--- src/rtl/core/crpm_pkg.sv ---
// Package for the capture-period tachometer.
// Holds field widths, register indexes, item codes, sequencer states and the
// divider status type shared by crpm_div and capture_period_rpm_meter.
package crpm_pkg;

	localparam int TS_W      = 32;	// capture timestamp
	localparam int BLADE_W   = 3;	// blade_count register
	localparam int TMO_W     = 16;	// timeout_ticks register
	localparam int LOST_W    = 16;	// lost tick counter
	localparam int RPM_W     = 30;	// rpm result
	localparam int SHOWN_W   = 16;	// low rpm bits compared for rpm_changed
	localparam int CFG_A_W   = 1;
	localparam int CFG_D_W   = 16;
	localparam int DEN_W     = TS_W + BLADE_W;

	localparam logic [BLADE_W-1:0] BLADE_RESET   = 3'd1;
	localparam logic [TMO_W-1:0]   TIMEOUT_RESET = 16'd100;

	// configuration register indexes
	localparam logic [CFG_A_W-1:0] REG_BLADE_COUNT   = 1'b0;
	localparam logic [CFG_A_W-1:0] REG_TIMEOUT_TICKS = 1'b1;

	// input item kinds
	localparam logic OP_CAPTURE = 1'b0;
	localparam logic OP_TICK    = 1'b1;

	typedef enum logic [1:0] {
		ST_IDLE,
		ST_LOAD,
		ST_DIV,
		ST_DONE
	} state_t;

	typedef struct packed {
		logic busy;
		logic done;
	} div_stat_t;

endpackage

--- src/rtl/core/capture_period_rpm_meter.sv ---
// Capture-period tachometer: rpm = 60*TIMER_HZ / (delta*blade_count).
// A capture beat is taken only while idle and gives no result. A tick beat gives its
// result once the one-bit-per-cycle divider has shifted through the NUM_W dividend
// bits; with delta*blades zero the divider is skipped. No beat is taken until the tick
// is done and its result is in the output register, so captures come one per cycle only
// while idle. Reset: arst_n clears all state but den_q and the output data bits;
// blade_count returns to 1, timeout_ticks to 100.
module capture_period_rpm_meter import crpm_pkg::*; #(
	parameter int TIMER_HZ = 10000000
) (
	input  logic               clk,
	input  logic               arst_n,
	// input stream
	input  logic               s_tvalid,
	output logic               s_tready,
	input  logic [31:0]        s_tdata,	// [31:0] timestamp
	input  logic [0:0]         s_tuser,	// [0] operation
	// result stream
	output logic               m_tvalid,
	input  logic               m_tready,
	output logic [31:0]        m_tdata,	// [29:0] rpm, [31:30] zero
	output logic [0:0]         m_tuser,	// [0] rpm_changed
	// configuration write port
	input  logic               cfg_we,
	input  logic [CFG_A_W-1:0] cfg_addr,
	input  logic [CFG_D_W-1:0] cfg_wdata
);

	// dividend is the constant 60*TIMER_HZ; its width sets the divider length
	localparam logic [63:0] RPM_NUM = 64'd60 * 64'(TIMER_HZ);
	localparam int NUM_W = $clog2(RPM_NUM + 64'd1);
	localparam int EXT_W = (NUM_W > RPM_W) ? NUM_W : RPM_W + 1;

	// configuration
	logic [BLADE_W-1:0] blade_q;
	logic [TMO_W-1:0]   timeout_q;

	// capture and tracking state
	logic [TS_W-1:0]    latest_q;
	logic [TS_W-1:0]    previous_q;
	logic               seen_q;
	logic [LOST_W-1:0]  lost_q;
	logic [RPM_W-1:0]   rpm_q;
	logic [SHOWN_W-1:0] shown_q;

	// per-tick work registers
	logic [DEN_W-1:0]   den_q;
	logic               div_en_q;	// delta*blades nonzero: divide
	logic               zero_q;	// signal lost: force rpm to zero

	// output register
	logic               m_tvalid_q;
	logic [RPM_W-1:0]   m_rpm_q;
	logic               m_chg_q;

	state_t             state_q, state_d;
	logic               div_start;
	logic               take_out;
	logic               acc;
	div_stat_t          div_stat;
	logic [NUM_W-1:0]   quot;

	logic [TS_W-1:0]    delta;
	logic [DEN_W-1:0]   den;
	logic [LOST_W-1:0]  lost_inc;
	logic [EXT_W-1:0]   q_ext;
	logic [RPM_W-1:0]   q_sat;
	logic [RPM_W-1:0]   rpm_new;

	// sequencer: next state and strobes
	always_comb begin
		state_d   = state_q;
		s_tready  = 1'b0;
		div_start = 1'b0;
		take_out  = 1'b0;
		unique case (state_q)
			ST_IDLE: begin
				s_tready = 1'b1;
				if (s_tvalid && s_tuser[0] == OP_TICK) begin
					state_d = ST_LOAD;
				end
			end
			ST_LOAD: begin
				// skip the divider when delta*blades is zero
				div_start = div_en_q;
				state_d   = div_en_q ? ST_DIV : ST_DONE;
			end
			ST_DIV: begin
				if (div_stat.done) begin
					state_d = ST_DONE;
				end
			end
			ST_DONE: begin
				// hold until the output register is free
				if (!m_tvalid_q || m_tready) begin
					take_out = 1'b1;
					state_d  = ST_IDLE;
				end
			end
			default: state_d = ST_IDLE;
		endcase
	end

	always_ff @(posedge clk or negedge arst_n) begin
		if (!arst_n) begin
			state_q <= ST_IDLE;
		end else begin
			state_q <= state_d;
		end
	end

	assign acc = s_tvalid && s_tready;

	// period and denominator straight from the stored captures
	always_comb begin
		delta    = latest_q - previous_q;
		den      = DEN_W'(delta) * DEN_W'(blade_q);
		lost_inc = (lost_q != {LOST_W{1'b1}}) ? lost_q + 1'b1 : lost_q;
		q_ext    = EXT_W'(quot);
		q_sat    = (|q_ext[EXT_W-1:RPM_W]) ? {RPM_W{1'b1}} : q_ext[RPM_W-1:0];
		if (zero_q) begin
			rpm_new = '0;
		end else if (div_en_q) begin
			rpm_new = q_sat;
		end else begin
			rpm_new = rpm_q;
		end
	end

	// configuration writes
	always_ff @(posedge clk or negedge arst_n) begin
		if (!arst_n) begin
			blade_q   <= BLADE_RESET;
			timeout_q <= TIMEOUT_RESET;
		end else if (cfg_we) begin
			unique case (cfg_addr)
				REG_BLADE_COUNT:   blade_q   <= cfg_wdata[BLADE_W-1:0];
				REG_TIMEOUT_TICKS: timeout_q <= cfg_wdata[TMO_W-1:0];
				default: ;
			endcase
		end
	end

	// tracking state: captures shift in, ticks update the lost counter at once
	// and rpm when the result is handed to the output register
	always_ff @(posedge clk or negedge arst_n) begin
		if (!arst_n) begin
			latest_q   <= '0;
			previous_q <= '0;
			seen_q     <= 1'b0;
			lost_q     <= '0;
			rpm_q      <= '0;
			shown_q    <= '0;
			div_en_q   <= 1'b0;
			zero_q     <= 1'b0;
		end else begin
			if (acc && s_tuser[0] == OP_CAPTURE) begin
				previous_q <= latest_q;
				latest_q   <= s_tdata[TS_W-1:0];
				seen_q     <= 1'b1;
			end
			if (acc && s_tuser[0] == OP_TICK) begin
				div_en_q <= (den != '0);
				if (!seen_q) begin
					lost_q <= lost_inc;
					zero_q <= lost_inc > timeout_q;
				end else begin
					lost_q <= '0;
					seen_q <= 1'b0;
					zero_q <= 1'b0;
				end
			end
			if (take_out) begin
				rpm_q   <= rpm_new;
				shown_q <= rpm_new[SHOWN_W-1:0];
			end
		end
	end

	// denominator, held for the divider load
	always_ff @(posedge clk) begin
		if (acc && s_tuser[0] == OP_TICK) begin
			den_q <= den;
		end
	end

	crpm_div #(
		.NUM_W (NUM_W),
		.D_W   (DEN_W)
	) u_div (
		.clk    (clk),
		.arst_n (arst_n),
		.start  (div_start),
		.num    (RPM_NUM[NUM_W-1:0]),
		.den    (den_q),
		.stat   (div_stat),
		.quot   (quot)
	);

	// output register: load on completion, drop on handoff
	always_ff @(posedge clk or negedge arst_n) begin
		if (!arst_n) begin
			m_tvalid_q <= 1'b0;
		end else if (take_out) begin
			m_tvalid_q <= 1'b1;
		end else if (m_tready) begin
			m_tvalid_q <= 1'b0;
		end
	end

	always_ff @(posedge clk) begin
		if (take_out) begin
			m_rpm_q <= rpm_new;
			m_chg_q <= rpm_new[SHOWN_W-1:0] != shown_q;
		end
	end

	assign m_tvalid   = m_tvalid_q;
	assign m_tdata    = {{(32 - RPM_W){1'b0}}, m_rpm_q};
	assign m_tuser[0] = m_chg_q;

endmodule

--- src/rtl/core/crpm_div.sv ---
// Radix-2 restoring divider, one quotient bit per cycle.
// Depends on crpm_pkg for the status type.
module crpm_div import crpm_pkg::*; #(
	parameter int NUM_W = 33,
	parameter int D_W   = 35
) (
	input  logic             clk,
	input  logic             arst_n,
	input  logic             start,
	input  logic [NUM_W-1:0] num,
	input  logic [D_W-1:0]   den,
	output div_stat_t        stat,
	output logic [NUM_W-1:0] quot
);

	localparam int CNT_W = $clog2(NUM_W + 1);

	logic [D_W-1:0]   den_q;
	logic [D_W-1:0]   rem_q;
	logic [NUM_W-1:0] quo_q;
	logic [CNT_W-1:0] cnt_q;
	logic             busy_q;
	logic             done_q;

	logic [D_W:0]     trial;
	logic             ge;
	logic [D_W:0]     diff;

	always_comb begin
		trial = {rem_q, quo_q[NUM_W-1]};
		ge    = trial >= {1'b0, den_q};
		diff  = trial - {1'b0, den_q};
	end

	// control: count the steps and flag the last one
	always_ff @(posedge clk or negedge arst_n) begin
		if (!arst_n) begin
			busy_q <= 1'b0;
			done_q <= 1'b0;
			cnt_q  <= '0;
		end else begin
			done_q <= 1'b0;
			if (start) begin
				busy_q <= 1'b1;
				cnt_q  <= CNT_W'(NUM_W);
			end else if (busy_q) begin
				cnt_q <= cnt_q - 1'b1;
				if (cnt_q == CNT_W'(1)) begin
					busy_q <= 1'b0;
					done_q <= 1'b1;
				end
			end
		end
	end

	// datapath: shift the dividend out, the quotient in
	always_ff @(posedge clk) begin
		if (start) begin
			den_q <= den;
			rem_q <= '0;
			quo_q <= num;
		end else if (busy_q) begin
			rem_q <= ge ? diff[D_W-1:0] : trial[D_W-1:0];
			quo_q <= {quo_q[NUM_W-2:0], ge};
		end
	end

	assign stat.busy = busy_q;
	assign stat.done = done_q;
	assign quot      = quo_q;

endmodule
--- config.mk ---
export PLATFORM = sky130hd
export DESIGN_NAME = capture_period_rpm_meter
export DESIGN_NICKNAME = d
export VERILOG_FILES = /design/src/rtl/core/crpm_pkg.sv /design/src/rtl/core/capture_period_rpm_meter.sv /design/src/rtl/core/crpm_div.sv
export SDC_FILE = /design/constraint.sdc
export NUM_CORES = 1
export LEC_CHECK = 0
export BUFFER_PORTS_ARGS = -buffer_cell sky130_fd_sc_hd__buf_2
export CORE_MARGIN = 2
export CORE_UTILIZATION = 50
export DETAILED_ROUTE_END_ITERATION = 12
export PLACE_DENSITY_LB_ADDON = 0.3
export SLEW_MARGIN = 20
export SYNTH_ARGS = -nofsm -noshare
export SYNTH_HDL_FRONTEND = slang
export SYNTH_SLANG_ARGS = --single-unit
--- constraint.sdc ---
create_clock -name clk -period 5.7 [get_ports clk]
set_input_delay 1.14 -clock clk [delete_from_list [all_inputs] [get_ports clk]]
set_output_delay 1.14 -clock clk [all_outputs]
set_load 0.02 [all_outputs]
==> impl_metrics.json, run 1 <==
{
  "post-dp-hpwl_um": 31200,
  "worst_path_max_delay_cell": "sky130_fd_sc_hd__or4_1",
  "critPathKind": "reg2reg",
  "number_of_sinks_on_the_clock_net": 308,
  "design.portCount": 90,
  "finalSetupViolCount": 1,
  "grt_pass1_vias": 14877,
  "firstDrtPassIters": 7,
  "path_max_fanout": 5,
  "r2r_setup_slack_ns": -0.04,
  "synth_top_area_share": 0.178,
  "initial_utilization": 0.503,
  "period_minus_slack_ns": 5.74,
  "synth-seq-area-share": 0.408,
  "failed_checks": "negative setup slack",
  "timing.rr.start": "previous_q[0]",
  "postSynth.asyncResetShare": 0.461,
  "finalClockSkew_ns": 0.0208,
  "r2r_end": "div_en_q",
  "hold_depth": 0,
  "drt-total-wl_um": 42400,
  "cts-buffers-inserted": 35,
  "timing.final.ws_setup_ns": -0.0412,
  "reg2reg_depth": 25,
  "max-cap-violations": 0,
  "gr-usage-met3": 0.0328,
  "finalWeightedCongestion": 0.890,
  "slew_at_the_pin_closest_to_its_max_slew_limit_ns": 1.02,
  "synth_ff_type": "sky130_fd_sc_hd__dfrtp_1",
  "cp_startpoint_kind": "register",
  "syn-instance-count": 1996,
  "grt_max_degree": 72,
  "grt.total_usage": 0.209,
  "tritoncts": "built",
  "cp.arrival_ns": 6.16,
  "hold_path.class": "reg2reg",
  "clock_latency_on_the_worst_skew_pair_ns": 0.56,
  "critPathRequiredTime_ns": 6.12,
  "min_to": "u_div.den_q[31]",
  "cpPeakStageDelay_ns": 0.56,
  "critical_path_buf_inv_count": 5,
  "design.core.area_mm2": 0.0385,
  "die_w_um": 201,
  "min_from": "den_q[31]",
  "synth_area_leaders": "sky130_fd_sc_hd__dfrtp_1, sky130_fd_sc_hd__edfxtp_1, sky130_fd_sc_hd__ha_1",
  "mappedNetlistArea_mm2": 0.0194,
  "multi_input_logic_area_mm2": 0.0108,
  "clk_pin_slew_ns": 0.06,
  "syn-mean-instance-area_um2": 9.70,
  "yosysWarningCount": 0,
  "numPortBuffers": 87,
  "yosys.area.top_type": "sky130_fd_sc_hd__dfrtp_1",
  "synthToLayoutAreaGrowth_pct": 17.4,
  "vias_per_cell": 5.50,
  "ys_ff_latch": 308,
  "wire_per_inst_um": 15.5,
  "global_route.overflow_total": 0,
  "residual_drc": 0,
  "rows": 72,
  "fp.dieH_um": 201,
  "grt_use_met1": 0.268,
  "grt_util_met2": 0.357,
  "number_of_failing_hold_endpoints_at_the_final_stage": 0,
  "maxClockFrequency_ghz": 0.174,
  "nNetsFinal": 2396,
  "grt_pass1_wl_um": 70400,
  "worst_path_most_repeated_cell": "sky130_fd_sc_hd__buf_4",
  "outcome": "finished with violations",
  "post_route_cells_drive_above_1_share": 0.216,
  "worst_setup_path_end_kind": "register",
  "floorplan.die_area_mm2": 0.0403,
  "num_antenna_cells": 0,
  "initial_antenna_violation_count": 0,
  "ctsLongestPathBuffers": 3,
  "synth-edff-count": 101,
  "finalMaxSlewViolations": 0,
  "unique_cell_type_count_in_the_yosys_netlist": 80,
  "n_fill_cell": 3266,
  "detailroute.via_count": 15024,
  "clock_tree.htree_level_count": 2,
  "dp_worst_setup_slack_ns": -0.372,
  "regArea_mm2": 0.00790,
  "slew_headroom": 0.321,
  "setup_repair_after_global_routing_missed_its_margin": "true",
  "busiest_layer": "met2",
  "drt-initial-drc-count": 758,
  "path_delay_family": "compound AO/OA/AOI/OAI gates",
  "route.antenna.remaining_nets": 0,
  "clock-root-buffer": "sky130_fd_sc_hd__clkbuf_16",
  "min_period_over_period": 1.01
}
## per-stage QoR
step / hold WS, ns / setup TNS, ns / std cells / utilization / area, um2
floorplan: 0.400 / 0 / 1997 / - / 19400
global placement: 0.402 / -0.700 / 2660 / 0.551 / 21200
detailed placement: 0.405 / -1.07 / 2660 / 0.551 / 21200
CTS: 0.401 / 0 / 2725 / 0.584 / 22500
global route: 0.415 / -1.08 / 2730 / 0.591 / 22700
finish: 0.403 / -0.0412 / 2730 / 0.591 / 22700
## per-layer routing
layer	vias up	routed length (um)	share of wire
li1	7439	-	-
met1	7256	19200	0.45
met2	247	20400	0.48
met3	82	1450	0.034
met4	0	1350	0.032
met5	-	0	0
## cells in the mapped netlist (all sizes together) (14+ instances only)
| library cell | n |
|---|---|
| xor2 | 28 |
| o21ai | 96 |
| o21a | 21 |
| xnor2 | 63 |
| a31oi | 14 |
| a211oi | 24 |
| fa | 33 |
| buf | 16 |
| inv | 195 |
| dfxtp | 65 |
| nor2 | 141 |
| nand3 | 40 |
| nand2 | 184 |
| clkbuf | 65 |
| and2 | 15 |
| dfrtp | 138 |
| nand2b | 16 |
| ha | 123 |
| a21o | 46 |
| mux2i | 78 |
| mux2 | 105 |
| nand4 | 23 |
| nor2b | 25 |
| a21oi | 132 |
| nor3 | 16 |
| o21bai | 21 |
| edfxtp | 101 |
## cell usage in the layout, fill, tap and decap left out, types with 86 or more instances in the layout
cell type,instances
sky130_fd_sc_hd__a21oi_1,120
sky130_fd_sc_hd__nand2_1,182
sky130_fd_sc_hd__dfrtp_1,136
sky130_fd_sc_hd__ha_1,115
sky130_fd_sc_hd__mux2_2,104
sky130_fd_sc_hd__inv_1,190
sky130_fd_sc_hd__edfxtp_1,101
sky130_fd_sc_hd__nor2_1,138
sky130_fd_sc_hd__buf_4,144
sky130_fd_sc_hd__buf_2,86
## cells by family (layout without fill, tap and decap cells)
group	Yosys count	in the layout	synth area share
compound gates	452	452	0.150
xor+xnor	91	91	0.0416
fa+ha+maj	156	156	0.114
buf+inv	277	492	0.0546
flops	308	308	0.408
mux	183	183	0.101
other cells	1	2	0.000194
simple gates	528	528	0.131
## registers in the layout (all words and copies together) (netlist names), 5 cells and up, named ones only
signal and flops:
den_q 35, latest_q 32, lost_q 16, m_rpm_q 30, previous_q 32, rpm_q 30, timeout_q 16, u_div.cnt_q 5
u_div.den_q 35, u_div.quot 30, u_div.rem_q 35
## repair_timing
| action | CTS | global route |
|---|---|---|
| endpoints found under the setup margin | 5 | 7 |
| hold buffers | 0 | 0 |
| resized for setup | 31 | 49 |
| pin swaps | 13 | 14 |
| buffers inserted | 1 | 5 |
## layout make-up
cell class	count	area share
clock inverter	13	0.00617
inverter	196	0.0324
tap	518	0.0285
timing repair buffer	232	0.0675
multi-input combinational	1412	0.475
sequential	308	0.348
clock buffer	51	0.0429
## worst max-delay path by stage
stage               slack [ns]          start  cells past startpoint        to
floorplan                 0.18    latest_q[0]                     26  div_en_q
global placement         -0.32    latest_q[1]                     25  div_en_q
detailed placement       -0.37    latest_q[1]                     25  div_en_q
CTS                    0.00008    latest_q[1]                     28  div_en_q
global route             -0.37    latest_q[1]                     28  div_en_q
finish                   -0.04  previous_q[0]                     25  div_en_q
Power of run 1 is left out: the tool's default activity adds up to more than one toggle a clock period on the data nets, which glitch-free logic cannot reach.
==> inputs of run 2 (changes only) <==
--- a/config.mk
+++ b/config.mk
@@ -8,6 +8,7 @@
 export BUFFER_PORTS_ARGS = -buffer_cell sky130_fd_sc_hd__buf_2
 export CORE_MARGIN = 2
 export CORE_UTILIZATION = 50
+export CTS_BUF_LIST = sky130_fd_sc_hd__clkbuf_8
 export DETAILED_ROUTE_END_ITERATION = 12
 export PLACE_DENSITY_LB_ADDON = 0.3
 export SLEW_MARGIN = 20
==> constraint.sdc (replaced) <==
create_clock -name clk -period 5.7 [get_ports clk]
set_input_delay 1.14 -clock clk [delete_from_list [all_inputs] [get_ports clk]]
set_output_delay 1.14 -clock clk [all_outputs]
set_load 0.05 [all_outputs]
==> impl_metrics.json, run 2 (synthesis gave the netlist of run 1 again) <==
{
  "detailroute.via_count": 15146,
  "firstDrtPassIters": 5,
  "grt.total_usage": 0.209,
  "period_minus_slack_ns": 5.65,
  "clk_pin_slew_ns": 0.06,
  "number_of_failing_hold_endpoints_at_the_final_stage": 0,
  "initial_utilization": 0.503,
  "critPathKind": "reg2reg",
  "post-dp-hpwl_um": 31200,
  "path_max_fanout": 4,
  "worst_path_most_repeated_cell": "sky130_fd_sc_hd__nand2_1",
  "finalMaxSlewViolations": 0,
  "finalWeightedCongestion": 0.890,
  "critical_path_buf_inv_count": 3,
  "cp.arrival_ns": 6.14,
  "ctsLongestPathBuffers": 3,
  "cts-buffers-inserted": 53,
  "fp.dieH_um": 201,
  "critPathRequiredTime_ns": 6.19,
  "hold_path.class": "reg2reg",
  "clock-root-buffer": "sky130_fd_sc_hd__clkbuf_8",
  "num_antenna_cells": 0,
  "worst_path_max_delay_cell": "sky130_fd_sc_hd__or4_1",
  "numPortBuffers": 87,
  "design.core.area_mm2": 0.0385,
  "layout.cells.most_common": "sky130_fd_sc_hd__inv_1",
  "multi_input_logic_area_mm2": 0.0109,
  "vias_per_cell": 5.47,
  "initial_antenna_violation_count": 0,
  "number_of_sinks_on_the_clock_net": 308,
  "finalSetupViolCount": 0,
  "drt-initial-drc-count": 769,
  "layout.cells.most_common_list": "sky130_fd_sc_hd__inv_1, sky130_fd_sc_hd__nand2_1, sky130_fd_sc_hd__buf_4",
  "route.antenna.remaining_nets": 0,
  "rows": 72,
  "tritoncts": "built",
  "cpPeakStageDelay_ns": 0.57,
  "wire_per_inst_um": 15.5,
  "design.portCount": 90,
  "global_route.overflow_total": 0,
  "regArea_mm2": 0.00790,
  "outcome": "finished clean",
  "post_route_cells_drive_above_1_share": 0.227,
  "setup_repair_after_global_routing_missed_its_margin": "true",
  "grt_max_degree": 72,
  "clock_tree.htree_level_count": 2,
  "clock_latency_on_the_worst_skew_pair_ns": 0.66,
  "nNetsFinal": 2416,
  "slew_at_the_pin_closest_to_its_max_slew_limit_ns": 1.05,
  "slew_headroom": 0.303,
  "min_period_over_period": 0.992,
  "drt-total-wl_um": 43000,
  "grt_pass1_wl_um": 70500,
  "path_delay_family": "simple AND/OR/NAND/NOR gates",
  "cp_startpoint_kind": "register",
  "residual_drc": 0,
  "die_w_um": 201,
  "grt_pass1_vias": 15013,
  "n_fill_cell": 3280,
  "layout_top_registers": "den_q: 35 flops, u_div.den_q: 35 flops, u_div.rem_q: 35 flops",
  "worst_setup_path_end_kind": "register",
  "floorplan.die_area_mm2": 0.0403,
  "dp_worst_setup_slack_ns": -0.372,
  "maxClockFrequency_ghz": 0.177,
  "synthToLayoutAreaGrowth_pct": 18.2,
  "finalClockSkew_ns": 0.0385,
  "timing.final.ws_setup_ns": 0.0452,
  "max-cap-violations": 0
}
-- run 2: cell types whose count changed in the layout (fill, tap and decap cells not counted), moves of 3 or more --
cell,change
sky130_fd_sc_hd__clkbuf_8,+57
sky130_fd_sc_hd__clkbuf_16,-35
sky130_fd_sc_hd__inv_1,+25
sky130_fd_sc_hd__clkbuf_1,-12
sky130_fd_sc_hd__a21oi_1,-5
sky130_fd_sc_hd__ha_4,+5
sky130_fd_sc_hd__a21oi_4,+3
sky130_fd_sc_hd__clkinv_1,+3
sky130_fd_sc_hd__clkinv_2,-3
sky130_fd_sc_hd__ha_1,-3
-- run 2: final timing paths --
kind / from / end / slack, ns / cells after the start
setup reg to reg: latest_q[0] / div_en_q / 0.05 / 25
max in group asynchronous: arst_n / u_div.busy_q / 4.19 / 2
hold reg to reg: den_q[31] / u_div.den_q[31] / 0.39 / 0
hold / removal: den_q[31] / u_div.den_q[31] / 0.39 / 0
setup / recovery: latest_q[0] / div_en_q / 0.05 / 25
min in group asynchronous: arst_n / latest_q[0] / 0.44 / 1
-- run 2: worst reg2reg max path: stages (launching register included) --
cell and delay [ns]:
sky130_fd_sc_hd__dfrtp_1 0.38, sky130_fd_sc_hd__inv_2 0.08, sky130_fd_sc_hd__ha_4 0.13, sky130_fd_sc_hd__fa_2 0.21, sky130_fd_sc_hd__nor2b_2 0.05, sky130_fd_sc_hd__o31a_1 0.29, sky130_fd_sc_hd__o41ai_4 0.31, sky130_fd_sc_hd__nor2b_1 0.22
sky130_fd_sc_hd__o21bai_1 0.09, sky130_fd_sc_hd__a21oi_2 0.20, sky130_fd_sc_hd__xnor2_2 0.17, sky130_fd_sc_hd__nand2_1 0.11, sky130_fd_sc_hd__fa_1 0.51, sky130_fd_sc_hd__inv_1 0.04, sky130_fd_sc_hd__ha_1 0.29, sky130_fd_sc_hd__nand2_1 0.05
sky130_fd_sc_hd__or4_1 0.57, sky130_fd_sc_hd__a21oi_4 0.21, sky130_fd_sc_hd__buf_4 0.17, sky130_fd_sc_hd__nor2_1 0.05, sky130_fd_sc_hd__xnor2_1 0.17, sky130_fd_sc_hd__or4b_4 0.50, sky130_fd_sc_hd__nor4_2 0.21, sky130_fd_sc_hd__nand4b_1 0.14
sky130_fd_sc_hd__nor4b_2 0.23, sky130_fd_sc_hd__a32oi_1 0.12
-- run 2: repair_timing --
| action | CTS | global route |
|---|---|---|
| endpoints found under the hold margin | 0 | 0 |
| pin swaps | 10 | 36 |
| hold buffers | 0 | 0 |
| setup endpoints to repair | 5 | 7 |
| resized for setup | 31 | 71 |
| buffers inserted | 1 | 8 |
| gates cloned | 0 | 0 |
-- run 2: routing by layer --
metal / global-route usage / up-vias / share of wire
met3: 0.0349 / 83 / 0.038
met5: 0 / - / 0
li1: - / 7474 / -
met4: 0.0817 / 0 / 0.033
met1: 0.266 / 7315 / 0.44
met2: 0.357 / 274 / 0.49
-- run 2: final cells by class --
type / instances / share of cell area
multi-input cells: 1412 / 0.478
clock buffers: 61 / 0.0367
clock inverters: 38 / 0.0116
well taps: 518 / 0.0283
repair buffers: 234 / 0.0679
flip-flops and latches: 308 / 0.345
inverters: 196 / 0.0323
-- run 2: per-stage QoR --
stage	setup TNS [ns]	std cells	util	hold WS [ns]	area, um2
6_report	0	2767	0.595	0.389	22900
5_1_grt	-0.658	2767	0.595	0.389	22900
4_1_cts	-0.00478	2760	0.584	0.372	22500
3_5_place_dp	-1.07	2660	0.551	0.405	21200
3_3_place_gp	-0.700	2660	0.551	0.402	21200
2_1_floorplan	0	1997	-	0.400	19400
Power of run 2 is left out for the same reason.
